<file path="src/sv/t5css_pkg.sv">
// shared constants for the top-five class score selector
// field widths, q1.14 unity and parameter defaults; no dependencies
`default_nettype none

package t5css_pkg;

	localparam int SCORE_W = 16;
	localparam int CLASS_W = 10;
	localparam int RANK_W  = 3;

	// 1.0 in signed q1.14
	localparam logic signed [SCORE_W-1:0] Q_ONE = 16'sd16384;
	localparam logic signed [SCORE_W-1:0] Q_ZERO = 16'sd0;

	localparam int MAX_CLASSES_DEF = 1024;
	localparam int TOP_COUNT_DEF   = 5;

endpackage

`default_nettype wire

</file>
<file path="src/sv/top5_class_score_select_top.sv">
// top-five class score selector, top level
// depends on t5css_pkg for field widths, q1.14 constants and parameter defaults
`default_nettype none

// Takes one classifier score per item, in class order, and keeps a descending list
// of the TOP_COUNT best scores with their class numbers (the list starts as all zero
// scores of class 0, so only positive scores can enter). A score enters above the
// first kept score it strictly exceeds; equal scores do not pass, so the earlier
// class keeps the higher place. The item flagged final_score is itself ranked, then
// the whole list goes out as TOP_COUNT result items, best first, rank 0 upwards,
// and the list and class counter start again from zero. probabilities_valid is the
// same on all results of a run: 1 when every kept score lies in 0.0..1.0 inclusive.
// Classes from MAX_CLASSES onwards are ignored; class_index is the low ten bits of
// the class number and rank the low three bits of the list position.
// Timing: an item is registered on entry and ranked in the following cycle, so one
// score item is taken every cycle when not stalled. A final item copies the list
// into a result bank in that cycle; the bank drains one result per cycle when
// out_stall is low, TOP_COUNT results per run. A second final item waits in the
// input register until the bank has sent its last result; only this raises in_stall.
module top5_class_score_select_top #(
	parameter int MAX_CLASSES = t5css_pkg::MAX_CLASSES_DEF,
	parameter int TOP_COUNT   = t5css_pkg::TOP_COUNT_DEF
) (
	input  wire logic                                   clk,
	input  wire logic                                   arst_n,
	// score input channel
	input  wire logic                                   in_valid,
	output logic                                        in_stall,
	input  wire logic signed [t5css_pkg::SCORE_W-1:0]   score,
	input  wire logic                                   final_score,
	// ranked result channel
	output logic                                        out_valid,
	input  wire logic                                   out_stall,
	output logic [t5css_pkg::RANK_W-1:0]                rank,
	output logic [t5css_pkg::CLASS_W-1:0]               class_index,
	output logic signed [t5css_pkg::SCORE_W-1:0]        ranked_score,
	output logic                                        probabilities_valid,
	output logic                                        last_of_run
);

	localparam int SW    = t5css_pkg::SCORE_W;
	localparam int CW    = t5css_pkg::CLASS_W;
	localparam int RW    = t5css_pkg::RANK_W;
	// counter holds up to MAX_CLASSES itself
	localparam int CNT_W = $clog2(MAX_CLASSES + 1);
	localparam int IDX_W = (TOP_COUNT > 1) ? $clog2(TOP_COUNT) : 1;

	// input register
	logic                 valid_s1;
	logic signed [SW-1:0] score_s1;
	logic                 final_s1;

	// live list and class counter
	logic signed [SW-1:0] top_score_q [TOP_COUNT];
	logic [CW-1:0]        top_class_q [TOP_COUNT];
	logic [CNT_W-1:0]     cnt_q;

	// result bank
	logic signed [SW-1:0] bank_score_q [TOP_COUNT];
	logic [CW-1:0]        bank_class_q [TOP_COUNT];
	logic                 prob_ok_q;
	logic                 out_valid_q;
	logic [IDX_W-1:0]     rd_q;

	// ranking logic
	logic                 take_s1;
	logic [CNT_W+CW-1:0]  cnt_ext;
	logic [CW-1:0]        cur_class;
	logic signed [SW-1:0] nxt_score [TOP_COUNT];
	logic [CW-1:0]        nxt_class [TOP_COUNT];
	logic                 found;
	logic                 found_prev;
	logic signed [SW-1:0] prev_score;
	logic [CW-1:0]        prev_class;
	logic                 prob_ok;
	logic                 list_ordered;

	// handshake
	logic                 out_accept;
	logic                 bank_last;
	logic                 bank_free;
	logic                 adv_s1;
	logic                 fire_s1;
	logic                 load_bank;
	logic [IDX_W+RW-1:0]  rank_ext;

	// control
	assign out_accept = out_valid_q && !out_stall;
	assign bank_last  = (rd_q == IDX_W'(TOP_COUNT - 1));
	assign bank_free  = !out_valid_q || (out_accept && bank_last);
	// only a final item has to wait for the bank
	assign adv_s1     = !final_s1 || bank_free;
	assign in_stall   = valid_s1 && !adv_s1;
	assign fire_s1    = valid_s1 && adv_s1;
	assign load_bank  = fire_s1 && final_s1;

	// classes past the limit are dropped
	assign take_s1   = (cnt_q < CNT_W'(MAX_CLASSES));
	assign cnt_ext   = {{CW{1'b0}}, cnt_q};
	assign cur_class = cnt_ext[CW-1:0];

	// insertion: entries from the first strictly smaller one down shift by one
	always_comb begin
		found      = 1'b0;
		found_prev = 1'b0;
		prev_score = t5css_pkg::Q_ZERO;
		prev_class = '0;
		for (int k = 0; k < TOP_COUNT; k++) begin
			found_prev = found;
			found      = found || (take_s1 && (score_s1 > top_score_q[k]));
			if (found && !found_prev) begin
				nxt_score[k] = score_s1;
				nxt_class[k] = cur_class;
			end else if (found_prev) begin
				nxt_score[k] = prev_score;
				nxt_class[k] = prev_class;
			end else begin
				nxt_score[k] = top_score_q[k];
				nxt_class[k] = top_class_q[k];
			end
			prev_score = top_score_q[k];
			prev_class = top_class_q[k];
		end
	end

	// every kept score within 0.0 .. 1.0
	always_comb begin
		prob_ok = 1'b1;
		for (int k = 0; k < TOP_COUNT; k++) begin
			if (nxt_score[k] < t5css_pkg::Q_ZERO || nxt_score[k] > t5css_pkg::Q_ONE) begin
				prob_ok = 1'b0;
			end
		end
	end

	// input register: control
	always_ff @(posedge clk or negedge arst_n) begin
		if (!arst_n) begin
			valid_s1 <= 1'b0;
		end else if (!in_stall) begin
			valid_s1 <= in_valid;
		end
	end

	// input register: payload
	always_ff @(posedge clk) begin
		if (in_valid && !in_stall) begin
			score_s1 <= score;
			final_s1 <= final_score;
		end
	end

	// live list, cleared after each run
	always_ff @(posedge clk or negedge arst_n) begin
		if (!arst_n) begin
			cnt_q <= '0;
			for (int k = 0; k < TOP_COUNT; k++) begin
				top_score_q[k] <= t5css_pkg::Q_ZERO;
				top_class_q[k] <= '0;
			end
		end else if (fire_s1) begin
			if (final_s1) begin
				cnt_q <= '0;
				for (int k = 0; k < TOP_COUNT; k++) begin
					top_score_q[k] <= t5css_pkg::Q_ZERO;
					top_class_q[k] <= '0;
				end
			end else begin
				if (take_s1) begin
					cnt_q <= cnt_q + CNT_W'(1);
				end
				for (int k = 0; k < TOP_COUNT; k++) begin
					top_score_q[k] <= nxt_score[k];
					top_class_q[k] <= nxt_class[k];
				end
			end
		end
	end

	// result bank: control
	always_ff @(posedge clk or negedge arst_n) begin
		if (!arst_n) begin
			out_valid_q <= 1'b0;
			rd_q        <= '0;
		end else if (load_bank) begin
			out_valid_q <= 1'b1;
			rd_q        <= '0;
		end else if (out_accept) begin
			if (bank_last) begin
				out_valid_q <= 1'b0;
				rd_q        <= '0;
			end else begin
				rd_q <= rd_q + IDX_W'(1);
			end
		end
	end

	// result bank: payload, snapshot of the list including the final score
	always_ff @(posedge clk) begin
		if (load_bank) begin
			prob_ok_q <= prob_ok;
			for (int k = 0; k < TOP_COUNT; k++) begin
				bank_score_q[k] <= nxt_score[k];
				bank_class_q[k] <= nxt_class[k];
			end
		end
	end

	// outputs
	assign rank_ext            = {{RW{1'b0}}, rd_q};
	assign out_valid           = out_valid_q;
	assign rank                = rank_ext[RW-1:0];
	assign class_index         = bank_class_q[rd_q];
	assign ranked_score        = bank_score_q[rd_q];
	assign probabilities_valid = prob_ok_q;
	assign last_of_run         = bank_last;

	// list order, for checking
	always_comb begin
		list_ordered = 1'b1;
		for (int k = 1; k < TOP_COUNT; k++) begin
			if (top_score_q[k-1] < top_score_q[k]) begin
				list_ordered = 1'b0;
			end
		end
	end

	// kept list never loses its descending order
	a_list_ordered: assert property (@(posedge clk) disable iff (!arst_n)
		list_ordered)
		else $error("kept score list out of order");

	// a final item that leaves the input register starts a run at rank 0
	a_run_start: assert property (@(posedge clk) disable iff (!arst_n)
		(valid_s1 && adv_s1 && final_s1) |=> (out_valid && rd_q == '0))
		else $error("final item did not start a result run");

	// input only waits behind a final item while the bank is busy
	a_stall_cause: assert property (@(posedge clk) disable iff (!arst_n)
		in_stall |-> (valid_s1 && final_s1 && out_valid_q))
		else $error("input stalled without a pending run");

endmodule

`default_nettype wire

</file>
<file path="config.mk">
export PLATFORM = sky130hd
export DESIGN_NAME = top5_class_score_select_top
export DESIGN_NICKNAME = d
export VERILOG_FILES = /design/src/sv/t5css_pkg.sv /design/src/sv/top5_class_score_select_top.sv
export SDC_FILE = /design/constraint.sdc
export NUM_CORES = 1
export LEC_CHECK = 0
export BUFFER_PORTS_ARGS = -buffer_cell sky130_fd_sc_hd__buf_2
export CAP_MARGIN = 20
export CORE_UTILIZATION = 30
export CTS_CLUSTER_DIAMETER = 80
export DETAILED_ROUTE_END_ITERATION = 8
export PLACE_DENSITY = 0.44
export SLEW_MARGIN = 20
export SYNTH_ARGS = -nofsm -noshare
export SYNTH_HDL_FRONTEND = slang
export SYNTH_SLANG_ARGS = --single-unit
</file>
<file path="constraint.sdc">
create_clock -name clk -period 14.3 [get_ports clk]
set_input_delay 2.86 -clock clk [delete_from_list [all_inputs] [get_ports clk]]
set_output_delay 2.86 -clock clk [all_outputs]
set_load 0.05 [all_outputs]
</file>
==> summary by stage <==
Min path
The worst hold path begins at top_score_q[39]. The hold path endpoint is top_score_q[39]. The class of the tightest hold or removal check is flop to flop. Counting instances, the worst hold path has a depth of 2.

Timing
The number of max-slew violations in the final report is 0. The final number of hold-violating endpoints is 0. The final-layout worst hold slack is 487 ps. The clock skew is 23.9 ps. Derived from the worst setup path, the maximum achievable clock frequency is 0.158 GHz. The worst path in the final design needs a cycle of 6350 ps, including I/O delays and setup.

The summed negative setup slack over all endpoints is 0 ps. In the finished design, the share of the clock period the worst path needs comes to 0.444. Setup repair after global routing left no endpoint under its margin. The transition time at the pin with the least slew margin is 1110 ps. The normalized max-slew margin is 0.263. Setup violations remaining at the end of the flow were counted as 0.

Power
The total power density per cell area is 260 nW/µm². The analysis attributes to cell leakage a power of 7.37 nW. The completed layout was analyzed and its total power is 0.00471 W. The worst-case IR drop observed on VDD is 0.157 mV.

Yosys
The netlist area before placement is 15,800 µm². The most used flip-flop cell after synthesis is edfxtp_1. Of all cell types, the one taking the most synthesized area is edfxtp_1. The number of nets in the synthesized netlist is 1,522.

The flop and latch count out of synthesis is 294. nand2_1 is the most common cell in the netlist. The count of flip-flops with a built-in enable after synthesis is 148.

The fraction of synthesized cell area taken by the top area cell type is 0.281. After synthesis, the netlist uses 74 different library cells. Synthesis handed over a netlist of 1,418 instances. Dividing the synthesized area by the synthesized cell count gives 11.1 µm². Ranked by total cell area, the synthesized netlist is headed by edfxtp_1 (28%), dfrtp_1 (23%), ha_1 (6.6%). The part of the Yosys area used for sequential elements is 0.513.

The count of synthesis-stage warnings from yosys is 0. Counting instances in the post-synthesis netlist gives the leading cell types as nand2_1 (155), edfxtp_1 (148), dfrtp_1 (146). The proportion of register bits with asynchronous set or reset after synthesis is 0.497.

Drt
The via count is 11,500. The first routing iteration left 906 violations. The pre-antenna-repair detailed-routing pass consisted of 5 iterations. For this run, design rule violations remaining after detail routing come to 0. The post-detailed-route count of antenna-violating nets is 0. The wire length per cell after detailed routing is 22.9 µm. The final wirelength is 49.3 mm.

The detailed-route vias per instance is 5.35.

Critical path
The critical register-to-register path endpoint is probabilities_valid. The critical path is of the input pin to output port type. The launch instance of the worst register-to-register path is score_s1[11]. STA classifies the critical path startpoint as an input pin.

At the worst endpoint, the arrival time is 3490 ps. STA classifies the critical path endpoint as an output port. The largest fanout on the critical path is 3. Measured in cells, the most critical reg-to-reg path has a length of 12.

The data required time at the worst endpoint is 11,440 ps. The internal reg-to-reg setup slack is 8560 ps.

Die
The vertical die dimension is 231 µm. The die covers 53,600 µm². The number of rows in the core area is 83. After floorplanning, the core was sized to cover 51,600 µm². The count of pins on the block boundary is 54. The die is 231 µm wide. The initial utilization of the core area, before any placement, comes to 0.306.

Layout
The repair_antennas step left the layout with diodes totalling 0. The signed area change from the synthesized netlist to the final layout is 14.4%. The net total in the final layout is 1,556. The register cell area after layout is 8100 µm². The end-of-flow core utilization is 0.350. Once layout is done, the placed cells without fillers occupy 18,100 µm². In the final layout, the multi-input gates occupy 6970 µm². Fill cells in the final layout number 5,119. The fraction of layout cells with a size suffix above 1 is 0.155.

Global route
The number of global-route vias before repair was 11,500. The pin count of the biggest net entering global routing is 84. The total overflow left after global routing is 0. The first global-routing pass estimated 75.5 mm of wire. The total global routing track utilization is 0.187. The number of antenna violations at the first check in global routing is 0.

Run status
The run finished with clean final reports.

Clock network
The H-tree depth reported by CTS is 2. The number of clock buffers added by TritonCTS is 34. Buffers inserted to repair hold after CTS numbered 0. The number of buffers on the longest clock path is 3. The clock tree from TritonCTS is built. Clock tree synthesis selected as its root buffer the cell clkbuf_16. Clock-pin slew was measured on the worst setup and hold paths at 60 ps. The number of sinks on the clock net is 294. The clock latency reported for the late side of the worst-skew pair is 540 ps. Buffers added to address setup during post-CTS repair amount to 0. The number of gates resized after CTS was 0.

Flow run
Max-cap violations in this run came to 0.

Placement
The placed wire-length estimate after detailed placement is 32.2 mm. Summing all placed instances gives a cell area of 16,800 µm². Buffers placed on the I/O ports in this run total 53. At the end of routability-driven placement, the weighted congestion stood at 0.834.
layout by cell type (no fill, tap or decap), types with 37 or more instances in the layout:
cell and n:
buf_2 52, o21ai_0 84, clkbuf_16 37, nand2_1 155, ha_1 83, inv_1 105
dfrtp_1 143, mux2i_1 62, a21oi_1 70, a31oi_1 40, edfxtp_1 148, a22o_1 113
nor2_1 84
sequential cells by signal, summed over array words and instances, names as in the netlist:
name and flops:
bank_score_q 80, top_score_q 64, bank_class_q 50, top_class_q 40
prev_score 16, score_s1 16, cnt_q 11, prev_class 10
rank 3, final_s1 1, out_valid 1, probabilities_valid 1
valid_s1 1
layer usage:
metal	wire (µm)	global-route usage
met4	1240	0.0550
met1	24300	0.276
met5	0	0
met2	22000	0.287
met3	1890	0.0221
critical path, stage by stage:
cell,delay [ps]
buf_2,110
o2111ai_1,240
inv_1,70
buf_2,210
power breakdown:
group / total, W / internal, W / switching [W]
Sequential: 0.00147 / 0.00124 / 0.000233
Clock: 0.000979 / 0.000612 / 0.000367
Combinational: 0.00226 / 0.000746 / 0.00151
Total: 0.00471 / 0.00260 / 0.00211
metrics by stage:
step / instances / setup slack, ps
2_1_floorplan: 1418 / 6500
3_3_place_gp: 2096 / 7920
3_5_place_dp: 2096 / 7940
4_1_cts: 2158 / 7940
5_1_grt: 2158 / 7880
6_report: 2158 / 7950
cell families after synthesis:
logic type / count (synthesis) / share of synthesized area
AOI/OAI and AO/OA: 366 / 0.160
xor gates and xnor gates: 6 / 0.00333
muxes: 125 / 0.103
DFF: 294 / 0.513
buffers and inverters: 190 / 0.0496
and+or+nand+nor: 354 / 0.106
adders and majority gates: 83 / 0.0657
cell type report:
| cell class | instances | area share |
|---|---|---|
| Sequential cell | 294 | 0.448 |
| Multi-Input combinational cell | 934 | 0.386 |
| Clock buffer | 46 | 0.0564 |
| Tap cell | 680 | 0.0471 |
| Timing Repair Buffer | 83 | 0.0275 |
| Inverter | 105 | 0.0218 |
| Clock inverter | 16 | 0.0135 |
worst max-delay path by stage:
stage                    endpoint  slack, ps  depth (start not counted)       from
6_report                 in_stall       7950                          4  out_stall
5_1_grt                  in_stall       7880                          4  out_stall
4_1_cts                  in_stall       7940                          4  out_stall
3_5_place_dp             in_stall       7940                          4  out_stall
3_3_place_gp             in_stall       7920                          4  out_stall
2_1_floorplan  bank_class_q[0][0]       6500                          4  out_stall
Note: power is estimated with default switching activity, not from simulation.
